--- src/sv/assert_macros.svh ---
// Assertion macros used by the RTL top level.
`ifndef ASSERT_MACROS_SVH
`define ASSERT_MACROS_SVH

// Same-cycle implication, checked on every rising edge outside reset.
`define CHK_IMPL(lbl, clk, rstn, ante, cons, msg) \
    lbl: assert property (@(posedge clk) disable iff (!rstn) (ante) |-> (cons)) \
        else $error(msg);

// Next-cycle implication.
`define CHK_NEXT(lbl, clk, rstn, ante, cons, msg) \
    lbl: assert property (@(posedge clk) disable iff (!rstn) (ante) |=> (cons)) \
        else $error(msg);

`endif

--- src/sv/c8ie_ram.sv ---
// Generic single-write, single-read RAM with registered read data.
`default_nettype none
module c8ie_ram #(
    parameter int WIDTH = 8,
    parameter int DEPTH = 16,
    localparam int AW = (DEPTH > 1) ? $clog2(DEPTH) : 1
) (
    input  wire logic             i_clk,
    input  wire logic             i_we,
    input  wire logic [AW-1:0]    i_waddr,
    input  wire logic [WIDTH-1:0] i_wdata,
    input  wire logic [AW-1:0]    i_raddr,
    output logic      [WIDTH-1:0] o_rdata
);
    logic [WIDTH-1:0] mem [DEPTH];

    always_ff @(posedge i_clk) begin
        if (i_we) begin
            mem[i_waddr] <= i_wdata;
        end
        o_rdata <= mem[i_raddr];
    end
endmodule
`default_nettype wire

--- config.mk ---
export PLATFORM = sky130hd
export DESIGN_NAME = c8ie_ram
export DESIGN_NICKNAME = d
export VERILOG_FILES = /design/src/sv/assert_macros.svh /design/src/sv/c8ie_ram.sv
export SDC_FILE = /design/constraint.sdc
export NUM_CORES = 1
export LEC_CHECK = 0
export ABC_AREA = 1
export BUFFER_PORTS_ARGS = -buffer_cell sky130_fd_sc_hd__buf_2
export CAP_MARGIN = 20
export CORE_MARGIN = 5
export CORE_UTILIZATION = 35
export DETAILED_ROUTE_END_ITERATION = 8
export HOLD_SLACK_MARGIN = 0.05
export PLACE_DENSITY = 0.46
export SLEW_MARGIN = 20
export SYNTH_ARGS = -nofsm -noshare
export SYNTH_HDL_FRONTEND = slang
export SYNTH_SLANG_ARGS = --single-unit
--- constraint.sdc ---
create_clock -name i_clk -period 2.3 [get_ports i_clk]
set_clock_uncertainty 0.1 [all_clocks]
set_input_delay 0 -clock i_clk [delete_from_list [all_inputs] [get_ports i_clk]]
set_output_delay 0 -clock i_clk [all_outputs]
set_load 0.005 [all_outputs]
==> metrics.md, run 1 <==
| Metric | Value |
|---|---|
| Run status | `finished clean` |
| Total power divided by cell area | `approximately 840 nW/µm²` |
| Dpl hpwl | `~8.5 mm` |
| First-pass DRT Iterations | `4` |
| Global-route usage over all layers | `about 15%` |
| Maximum achievable frequency | `around 840 MHz` |
| Part of the cycle the worst path needs | `between 50% and 60%` |
| Skew-Pair Late Insertion Delay | `between 0.4 and 0.5 ns` |
| Reported max-cap violation count | `0` |
| TritonCTS clock tree | `done` |
| Netlist cell types | `12` |
| Area growth from synthesis to final layout | `16.6%` |
| Pins over their slew limit | `0` |
| Post-synthesis simple-gate area fraction | `a little over a fifth` |
| GR Layer Usage met2 | `23.4%` |
| Worst hold path class | `in2reg` |
| Number of global-route vias before repair | `3767` |
| Total of flip-flops plus latches after synthesis | `136` |
| CTS buffer count | `17` |
| Final std cells w/o fill | `822` |
| Internal power contribution | `about 0.0045 W` |
| Worst-path fanout max | `8` |
| Critical path data arrival time | `around 1.1 ns` |
| Routed wire length per instance | `around 17 µm` |
| Overall die area | `19100 µm²` |
| Routed via count divided by cell count | `around 4.5` |
| P_sw | `between 0.001 and 0.0015 W` |
| Fin Setup TNS | `0 ns` |
| Share of power burned in combinational logic | `under 10%` |
| Placed inst area | `between 6000 and 7000 µm²` |
| Drt first-iter violations | `234` |
| Die Wd | `between 100 and 150 µm` |
| Cell chain of the critical path | `buf_2 > nand3b_1 > nor2_1` |
| Setup repair after global routing missed its margin | `false` |
| Clock sinks | `between 100 and 150` |
| Number of nets produced by synthesis | `569` |
| Total vias in the final route | `3738` |
| Core Area | `around 16000 µm²` |
| Combined buffer and inverter count along the critical path | `1` |
| Ratio of cells with drive above 1 in the final layout | `9.97%` |
| Count of nets after finishing | `slightly above 600` |
| GR met3 Demand/Resource | `under 10%` |
| Largest stage delay on the critical path | `0.71 ns` |
| Final RePlAce weighted congestion | `between 0.7 and 0.8` |
| Root Driver | `clkbuf_16` |
| Final standard cell utilization of the core | `41.1%` |
| Clock transition at the register clock pins on the worst setup and hold paths after CTS | `about 0.050 ns` |
| Type of element capturing the critical path | `flip-flop` |
| DRC Markers | `0` |
| Critical path type | `in2reg` |
| H-tree depth | `4` |
| Largest net degree at the start of global routing | `65` |
| Combinational family with the most area after synthesis | `simple AND/OR/NAND/NOR gates` |
| Clock power share | `44.6%` |
| Antenna fix cells | `0` |
| Xor and xnor area share after synthesis | `0%` |
| Slowest cell on the critical path | `nor2_1` |
| Relative slew slack | `43.2%` |
| Post-Synth Adder-Cell Area | `0%` |
| Cell types occupying the most area after synthesis | `edfxtp_1 67%, nand2_1 11%, nand3_1 8.4%` |
| First-pass GRT wire length | `22.3 mm` |
| Cell accounting for the most synthesized area | `edfxtp_1` |
| Minimum period implied by the final worst setup slack | `1.19 ns` |
| Portion of netlist area occupied by mux cells | `0%` |
| Synthesized area per cell | `between 10 and 15 µm²` |
| Area used by multi-input combinational logic | `around 1200 µm²` |
| Port-buffer cells | `25` |
| Mapped Cells | `between 500 and 600` |
| Cells after DPL | `approximately 780` |
| Deepest clock path buffer count | `2` |
| Std cell rows | `47` |
| Fillcell total | `1666` |
| Required time worst endpoint | `approximately 2.2 ns` |
| Most used routing layer | `met2` |
| Fraction of power spent switching nets | `20.9%` |
| Post-CTS resize count | `0` |
| Share of total power in sequential cells | `roughly half` |
| Mapped cell area | `between 5000 and 6000 µm²` |
| Congestion Overflow GR | `0` |
| Actual slew at the worst max-slew pin | `roughly 0.85 ns` |
| Post-route ant nets | `0` |
| Kind of start point of the critical path | `input port` |
| Endpoints failing setup | `0` |
| Count of pins on the block boundary | `26` |
| Starting density of the core | `35.3%` |
| Storage element area | `around 4000 µm²` |
| Initial antenna violation count | `0` |
| Leakage component of the power | `2.87 nW` |
| Met1 track utilization from global routing | `a little over a fifth` |
| Seq/Total Area, Yosys | `a little over two thirds` |
| Worst path top cell family by delay | `simple AND/OR/NAND/NOR gates` |
| Fraction of the mapped netlist area in compound gates | `0%` |
| Wire length after detailed routing | `about 14 mm` |
| IR drop worst, VDD | `between 0.4 and 0.5 mV` |
| Height of the die | `approximately 140 µm` |
| Sum of internal, switching and leakage power | `roughly 0.0057 W` |
| Yosys warns | `0` |
| Area fraction of the dominant cell type after synthesis | `between 60% and 70%` |
| Final-report hold violation count | `0` |
| Layout Cell Area excl Fill | `6720 µm²` |
## power by group through the flow
| stage | sequential (W) | clock [W] | combinational [W] |
|---|---|---|---|
| finish | 0.00279 | 0.00252 | 0.000345 |
| global route | 0.00280 | 0.00271 | 0.000392 |
| CTS | 0.00279 | 0.00258 | 0.000355 |
| detailed placement | 0.00284 | 0 | 0.000342 |
| global placement | 0.00284 | 0 | 0.000340 |
| floorplan | 0.00284 | 0 | 0.000195 |
## final timing paths
path / cells after the start / from / slack [ns] / end
setup / recovery: 3 / i_waddr[3] / 1.11 / mem[4][4]$_DFFE_PP_
hold / removal: 5 / i_raddr[2] / 0.06 / o_rdata[1]$_DFF_P_
hold reg to reg: 6 / mem[10][7]$_DFFE_PP_ / 0.58 / o_rdata[7]$_DFF_P_
setup reg to reg: 6 / mem[1][3]$_DFFE_PP_ / 1.16 / o_rdata[3]$_DFF_P_
## layout make-up
| class | count | area share [%] |
|---|---|---|
| well taps | 220 | 4.10 |
| flip-flops and latches | 136 | 59.6 |
| inverters | 102 | 5.70 |
| multi-input cells | 289 | 18.1 |
| clock inverters | 3 | 0.596 |
| clock buffers | 29 | 7.59 |
| repair buffers | 43 | 4.39 |
## metal layers
layer,part of all wire [%],vias to the layer above
met3,4.6,6
met1,47,1791
met4,1.0,0
li1,-,1846
met5,0,-
met2,47,95
## kinds of logic after synthesis
family,count (synthesis)
AND/OR/NAND/NOR,289
flip-flops,136
buffers and inverters,126
## flip-flops by register name, summed over array words and instances, names as in the netlist
signal / count
o_rdata: 8
mem: 128
## repair_timing
action / in CTS / in global routing
hold endpoints to repair: 136 / 0
hold buffers: 9 / 0
endpoints found under the setup margin: 0 / 0
setup buffers: 0 / 0
## per-stage QoR
step	hold slack [ns]	worst slack [ns]
4_1_cts	0.0503	1.10
5_1_grt	0.0840	1.01
3_3_place_gp	0.287	0.665
2_1_floorplan	-0.00113	1.25
3_5_place_dp	0.278	0.650
6_report	0.0606	1.11
## cell usage in the layout, fill, tap and decap left out
master         Yosys  routed
bufinv_16          0       1
nand3_1           97      97
clkbuf_8           0       4
clkbuf_1           0       8
edfxtp_1         128     128
clkbuf_16          0      17
nand2_1          173     173
nor2_1            17      17
buf_4              4       8
dlygate4sd3_1      0       9
buf_12             0       1
clkinv_2           0       2
inv_2              2       2
inv_1            100     100
dfxtp_1            8       8
buf_2             13      25
nand3b_1           2       2
## Yosys cell counts
| library cell | number |
|---|---|
| buf_4 | 4 |
| buf_6 | 6 |
| buf_1 | 1 |
| nand3b_1 | 2 |
| edfxtp_1 | 128 |
| nand2_1 | 173 |
| inv_1 | 100 |
| nand3_1 | 97 |
| inv_2 | 2 |
| dfxtp_1 | 8 |
| buf_2 | 13 |
| nor2_1 | 17 |
## worst register-to-register path: cells and delay by family, from the launching register on
family,cells,cell delay [ns]
AND/OR/NAND/NOR,5,0.49
flip-flops,1,0.36
buffers and inverters,1,0.06
No activity file was read; power rests on OpenSTA's default activity.
==> run 2, diff against run 1 <==
Settings changed: ABC_AREA 1 to 0.
Clock period 2.3 ns to 1.17 ns, I/O delays scaled along.
==> run 2 against run 1 <==
Effect of this change:
- the run now ends with setup timing left
- non-clock buffer count is 24 higher
- routed wire length down 26%
- first-iteration DRC count shrank 19%
- sequential share of layout area is 3.7 points higher
==> metrics.md, run 2 <==
| Metric | Value |
|---|---|
| Most common cell in the netlist | `edfxtp_1` |
| Internal power contribution | `0.00858 W (+92%)` |
| Cell types with the highest counts after synthesis | `128 x edfxtp_1, 18 x mux4_2, 16 x a22oi_1` |
| Core Area | `14500 µm² (-11%)` |
| Critical path endpoint | `o_rdata[7]$_DFF_P_` |
| Worst path top cell family by delay | `multiplexers` |
| Starting density of the core | `35.6% (+0.28 points)` |
| Leakage component of the power | `2.12 nW (-26%)` |
| Yosys warns | `0 (unchanged)` |
| Fraction of power spent switching nets | `19.5% (-1.5 points)` |
| Height of the die | `131 µm (-5.1%)` |
| Run status | `finished, violations left` |
| Final-report hold violation count | `0 (unchanged)` |
| Post-route ant nets | `0 (unchanged)` |
| Overall die area | `17200 µm² (-10%)` |
| Sum of internal, switching and leakage power | `0.0107 W (+88%)` |
| Synthesized area per cell | `22.5 µm² (+110%)` |
| Antenna fix cells | `0 (unchanged)` |
| First-pass DRT Iterations | `4 (unchanged)` |
| Largest net degree at the start of global routing | `19 (-71%)` |
| Area growth from synthesis to final layout | `23.0%` |
| CTS buffer count | `17 (unchanged)` |
| Clock sinks | `136 (unchanged)` |
| P_sw | `0.00208 W (+75%)` |
| Deepest clock path buffer count | `2 (unchanged)` |
| Global-route usage over all layers | `13.0% (-2.3 points)` |
| Share of total power in sequential cells | `51.4% (+2.1 points)` |
| RR Startpoint | `mem[3][7]$_DFFE_PP_` |
| Stages on the worst setup path | `4 (+1)` |
| Worst Setup Slack, final | `-0.245 ns (-1.36 ns)` |
| Mapped Cells | `229 (-58%)` |
| Endpoints failing setup | `8 (+8)` |
| Setup repair after global routing missed its margin | `true` |
| Hold path startpoint | `i_waddr[0]` |
| Congestion Overflow GR | `0 (unchanged)` |
| Fillcell total | `1251 (-25%)` |
| First-pass GRT wire length | `16.4 mm (-26%)` |
| Type of element capturing the critical path | `flip-flop` |
| Worst-path fanout max | `1 (-7)` |
| Required time worst endpoint | `1.36 ns (-0.88 ns)` |
| Number of synthesized flops with an enable pin | `128 (unchanged)` |
| Clock power share | `42.9% (-1.7 points)` |
| Root Driver | `clkbuf_16` |
| Largest registers in the final layout | `mem (128), o_rdata (8)` |
| Total vias in the final route | `2457 (-34%)` |
| Die Wd | `131 µm (-5.1%)` |
| Minimum period implied by the final worst setup slack | `roughly 1.4 ns` |
| Number of nets produced by synthesis | `247 (-57%)` |
| Total of flip-flops plus latches after synthesis | `136 (unchanged)` |
| # Post-CTS Setup Buffers | `0 (unchanged)` |
| Share of power burned in combinational logic | `5.7% (-0.4 points)` |
| Mapped cell area | `5150 µm² (-11%)` |
| Maximum achievable frequency | `707 MHz` |
| Kind of start point of the critical path | `flip-flop` |
| Register-to-register path setup slack | `-0.25 ns (-1.41 ns)` |
| Largest stage delay on the critical path | `0.49 ns (-0.22 ns)` |
| WHS Path Cells | `3 (-2)` |
| Most used DFF post-synth | `edfxtp_1` |
| Area fraction of the dominant cell type after synthesis | `74.7% (+8.0 points)` |
| H-tree depth | `4 (unchanged)` |
| TritonCTS clock tree | `done` |
| Seq/Total Area, Yosys | `77.8% (+8.4 points)` |
| Cell chain of the critical path | `mux4_2 > a22oi_2 > buf_4 > nand2_2` |
| Length in cells of the worst reg-to-reg path | `4 (-2)` |
| Number of flip-flops under the largest register name | `128 (unchanged)` |
| Register ranked first by flip-flop count | `mem` |
| Combined buffer and inverter count along the critical path | `1 (unchanged)` |
| DRC Markers | `0 (unchanged)` |
| Clock transition at the register clock pins on the worst setup and hold paths after CTS | `0.05 ns (about the same)` |
| Part of the cycle the worst path needs | `121%` |
| Reported max-cap violation count | `0 (unchanged)` |
| Actual slew at the worst max-slew pin | `0.975 ns (+0.127 ns)` |
| Cell accounting for the most synthesized area | `edfxtp_1` |
| Wire length after detailed routing | `10.4 mm (-26%)` |
| Total power divided by cell area | `1680 nW/µm² (+100%)` |
| Std cell rows | `44 (-6.4%)` |
| Count of pins on the block boundary | `26 (unchanged)` |
| Slowest cell on the critical path | `mux4_2` |
| Critical path data arrival time | `1.61 ns (+0.48 ns)` |
| Port-buffer cells | `25 (unchanged)` |
| Dpl hpwl | `7.15 mm (-16%)` |
| Ratio of cells with drive above 1 in the final layout | `39.6% (+30 points)` |
| Initial antenna violation count | `0 (unchanged)` |
| Worst reg2reg endpoint | `o_rdata[7]$_DFF_P_` |
| Failing checks | `setup timing` |
| Top library cells by usage in the layout, fill and taps aside | `128 x edfxtp_1, 32 x mux4_2, 29 x buf_4, 25 x buf_2, 17 x clkbuf_16` |
| Share of flip-flops with an asynchronous set or reset | `0% (unchanged)` |
| Worst hold path class | `in2reg` |
| Cell types occupying the most area after synthesis | `edfxtp_1 75%, mux4_2 7.9%, mux4_1 7.1%` |
| Final RePlAce weighted congestion | `0.795 (+6.5%)` |
| Worst Setup SP | `mem[3][7]$_DFFE_PP_` |
| Relative slew slack | `34.7% (-8.5 points)` |
| Routed via count divided by cell count | `4.91 (+8.1%)` |
| Netlist cell types | `19 (+7)` |
| Number of global-route vias before repair | `2698 (-28%)` |
| Worst hold-check slack | `0.0751 ns (+0.0145 ns)` |
| Skew-Pair Late Insertion Delay | `0.41 ns (about the same)` |
| Drt first-iter violations | `190 (-19%)` |
| Pins over their slew limit | `0 (unchanged)` |
| Routed wire length per instance | `20.8 µm (+22%)` |
| Count of nets after finishing | `323 (-47%)` |
| IR drop worst, VDD | `1.01 mV (+110%)` |
| Critical path type | `reg2reg` |
| Final standard cell utilization of the core | `43.7% (+2.6 points)` |
| Commonest non-fill, non-tap cell in the layout | `edfxtp_1` |
-- run 2: changes by cell type in the layout (fill, tap and decap cells not counted), moves of 7 or more --
cell and change:
a22oi_1 +10, buf_4 +21, inv_1 -100, nand3_1 -96
mux4_2 +32, nand2_1 -165, nor2_1 -7
-- run 2: tightest hold or removal path: stages --
cell	delay, ns
buf_2	0.15
nor3_2	0.06
buf_4	0.18
-- run 2: what timing repair did --
action,CTS,global route
pin swaps,3,2
hold buffers,8,0
gates resized for setup,6,1
setup endpoints to repair,8,8
endpoints found under the hold margin,128,0
-- run 2: power groups by stage --
stage          registers, W  clock network [W]  logic [W]
2_1_floorplan       0.00557                  0   0.000292
3_3_place_gp        0.00558                  0   0.000590
3_5_place_dp        0.00558                  0   0.000596
4_1_cts             0.00548            0.00467   0.000627
5_1_grt             0.00549            0.00489   0.000666
6_report            0.00548            0.00457   0.000604
-- run 2: cell families (layout without fill, tap and decap cells) --
logic type	count (synthesis)	count (layout)	synth area share, %
compound gates	16	16	2.33
simple gates	35	35	3.18
mux	32	32	15.0
buf+inv	10	97	1.68
flops	136	136	77.8
-- run 2: per-stage QoR --
step,setup TNS [ns],setup slack (ns),cells,cell area [µm²]
final,-1.50,-0.245,500,6330
after global routing,-2.03,-0.318,500,6330
after CTS,-1.68,-0.272,501,6330
after detailed placement,-11.08,-0.367,464,5730
after global placement,-10.17,-0.368,464,5730
after floorplan,-0.719,-0.0569,229,5130
-- run 2: layout make-up --
type	instances	area [µm²]	share of cell area, %
Clock inverter	8	57.6	0.909
Clock buffer	22	444	7.01
Multi-Input combinational cell	83	1070	17.0
Tap cell	184	230	3.64
Timing Repair Buffer	67	523	8.26
Sequential cell	136	4000	63.2
-- run 2: routing by layer --
layer	vias up	share of wire [%]	wire length, µm	GRT usage [%]
li1	1113	-	-	-
met1	1294	47	4930	17.5
met2	37	48	5000	19.8
met3	13	2.6	275	3.40
met4	0	2.0	206	6.34
met5	-	0	0	0
-- run 2: worst min-delay path by stage --
stage                                 to  slack (ns)
floorplan            mem[0][0]$_DFFE_PP_      -0.001
global placement              o_rdata[1]        0.29
detailed placement            o_rdata[4]        0.29
CTS                 mem[12][5]$_DFFE_PP_        0.06
global route        mem[12][5]$_DFFE_PP_        0.07
finish               mem[8][0]$_DFFE_PP_        0.08
==> run 3, diff against run 2 <==
Settings changed: HOLD_SLACK_MARGIN 0.05 to 0.06, SETUP_SLACK_MARGIN set to 0.2.
==> run 3 against run 2 <==
Effect of this change:
- the run still ends with setup timing left
- first-iteration DRC count decreased by 7.4%
- combinational power is 14% higher
- sequential power about the same
- routed wire length up 5.1%
- worst hold slack lost 0.058 ns
- setup slack better by 0.050 ns
- clock-buffer cell count decreased by 4
- non-clock buffer count grew 1
- via count up 1.8%
- total power grew 4.8%
- largest power group unchanged
==> metrics.md, run 3 (synthesized netlist as in run 2, its figures left out) <==
| Metric | Value |
|---|---|
| Congestion Overflow GR | `0 (unchanged)` |
| Ratio of cells with drive above 1 in the final layout | `47.3% (+7.8 points)` |
| Cells after DPL | `463 (-0.22%)` |
| Register ranked first by flip-flop count | `mem` |
| Critical path type | `reg2reg` |
| Count of pins on the block boundary | `26 (unchanged)` |
| Drt first-iter violations | `176 (-7.4%)` |
| Number of flip-flops under the largest register name | `128 (unchanged)` |
| CTS buffer count | `17 (unchanged)` |
| Initial antenna violation count | `0 (unchanged)` |
| Combined buffer and inverter count along the critical path | `0 (-1)` |
| Commonest non-fill, non-tap cell in the layout | `edfxtp_1` |
| Failing checks | `setup timing` |
| Number of global-route vias before repair | `2681 (-0.63%)` |
| IR drop worst, VDD | `1.04 mV (+3.0%)` |
| Final std cells w/o fill | `503 (+0.60%)` |
| Endpoints failing setup | `8 (unchanged)` |
| Worst hold-check slack | `0.0170 ns (-0.0581 ns)` |
| Worst-path fanout max | `1 (unchanged)` |
| Height of the die | `131 µm (unchanged)` |
| Worst path top cell family by delay | `multiplexers` |
| TritonCTS clock tree | `done` |
| Actual slew at the worst max-slew pin | `1.03 ns (+0.0582 ns)` |
| Fillcell total | `1229 (-1.8%)` |
| Required time worst endpoint | `1.36 ns (about the same)` |
| Post-route ant nets | `0 (unchanged)` |
| Root Driver | `clkbuf_16` |
| Final standard cell utilization of the core | `46.4% (+2.7 points)` |
| Largest stage delay on the critical path | `0.48 ns (about the same)` |
| Setup repair after global routing missed its margin | `true` |
| First-pass DRT Iterations | `5 (+1)` |
| H-tree depth | `4 (unchanged)` |
| Core Area | `14500 µm² (unchanged)` |
| Kind of start point of the critical path | `flip-flop` |
| Fin Setup TNS | `-1.35 ns (+0.156 ns)` |
| Dpl hpwl | `7.17 mm (+0.22%)` |
| Largest registers in the final layout | `mem (128), o_rdata (8)` |
| Routed wire length per instance | `21.8 µm (+4.5%)` |
| CTS Hold Bufs | `8 (unchanged)` |
| Die Wd | `131 µm (unchanged)` |
| Clock transition at the register clock pins on the worst setup and hold paths after CTS | `0.06 ns (about the same)` |
| Critical path data arrival time | `1.56 ns (-0.05 ns)` |
| Port-buffer cells | `25 (unchanged)` |
| Final-report hold violation count | `0 (unchanged)` |
| Pins over their slew limit | `0 (unchanged)` |
| Reported max-cap violation count | `0 (unchanged)` |
| Total vias in the final route | `2502 (+1.8%)` |
| Std cell rows | `44 (unchanged)` |
| Slowest cell on the critical path | `mux4_2` |
| Count of nets after finishing | `324 (+0.31%)` |
| # Post-CTS Setup Buffers | `0 (unchanged)` |
| Maximum achievable frequency | `733 MHz (+3.7%)` |
| Run status | `finished, violations left` |
| DRC Markers | `0 (unchanged)` |
| Antenna fix cells | `0 (unchanged)` |
| Total power divided by cell area | `1660 nW/µm² (-1.3%)` |
| Worst Setup Slack, final | `-0.195 ns (+0.0505 ns)` |
| Register-to-register path setup slack | `-0.19 ns (+0.05 ns)` |
| Leakage component of the power | `2.21 nW (+4.4%)` |
| Part of the cycle the worst path needs | `117% (-4.3 points)` |
| Overall die area | `17200 µm² (unchanged)` |
| Cell chain of the critical path | `mux4_2 > a22oi_2 > nand2_1` |
| Area growth from synthesis to final layout | `30.6%` |
| First-pass GRT wire length | `17.1 mm (+4.1%)` |
| Largest net degree at the start of global routing | `23 (+4)` |
| Deepest clock path buffer count | `2 (unchanged)` |
| Skew-Pair Late Insertion Delay | `0.41 ns (about the same)` |
| Routed via count divided by cell count | `4.97 (+1.2%)` |
| Top library cells by usage in the layout, fill and taps aside | `128 x edfxtp_1, 32 x mux4_2, 22 x buf_2, 21 x buf_12, 17 x clkbuf_16` |
| Wire length after detailed routing | `10.9 mm (+5.1%)` |
| Relative slew slack | `31.0% (-3.8 points)` |
| Worst hold path class | `in2reg` |
| Minimum period implied by the final worst setup slack | `1.36 ns (-0.0505 ns)` |
| Global-route usage over all layers | `13.4% (+0.35 points)` |
| Final RePlAce weighted congestion | `0.686 (-14%)` |
| Clock sinks | `136 (unchanged)` |
| Starting density of the core | `35.6% (unchanged)` |
| Type of element capturing the critical path | `flip-flop` |
[run 3: final cells by class]
class | instances | area [µm²] | share of cell area (%)
tap | 184 | 230 | 3.42
clock buffer | 18 | 429 | 6.38
timing repair buffer | 68 | 749 | 11.1
clock inverter | 14 | 134 | 1.99
sequential | 136 | 4010 | 59.6
multi-input combinational | 83 | 1170 | 17.4
[run 3: metrics by stage]
stage	worst slack [ns]	cell area, µm²	power [W]
floorplan	-0.0569	5220	0.00589
global placement	-0.373	6010	0.00622
detailed placement	-0.359	6010	0.00623
CTS	-0.216	6720	0.0113
global route	-0.268	6720	0.0116
finish	-0.195	6720	0.0112
[run 3: worst paths after layout]
check | start | end | cells past startpoint
worst max-delay path | mem[3][5]$_DFFE_PP_ | o_rdata[5]$_DFF_P_ | 3
worst min register to register | mem[14][5]$_DFFE_PP_ | o_rdata[5]$_DFF_P_ | 3
worst max register to register | mem[3][5]$_DFFE_PP_ | o_rdata[5]$_DFF_P_ | 3
worst min-delay path | i_waddr[1] | mem[4][4]$_DFFE_PP_ | 3
[run 3: per-layer routing]
layer / GRT usage, % / up-vias / wire length (µm)
met1: 18.3 / 1325 / 4950
met5: 0 / - / 0
met4: 4.29 / 0 / 83
met3: 3.56 / 6 / 465
met2: 21.0 / 55 / 5440
li1: - / 1116 / -
[run 3: worst reg2reg max path: stages (launching register included)]
cell and delay [ns]:
edfxtp_1 0.37, mux4_2 0.48, a22oi_2 0.22, nand2_1 0.08
[run 3: timing repair]
action,CTS,global route
endpoints found under the hold margin,136,8
setup endpoints to repair,12,12
gates resized for setup,15,1
pin swaps,2,2
[run 3: power breakdown]
| part | leakage [nW] | switching, W | internal, W |
|---|---|---|---|
| Sequential | 1.22 | 0.0000349 | 0.00545 |
| Combinational | 0.715 | 0.000347 | 0.000340 |
| Clock | 0.274 | 0.00190 | 0.00310 |
| Total | 2.21 | 0.00228 | 0.00890 |
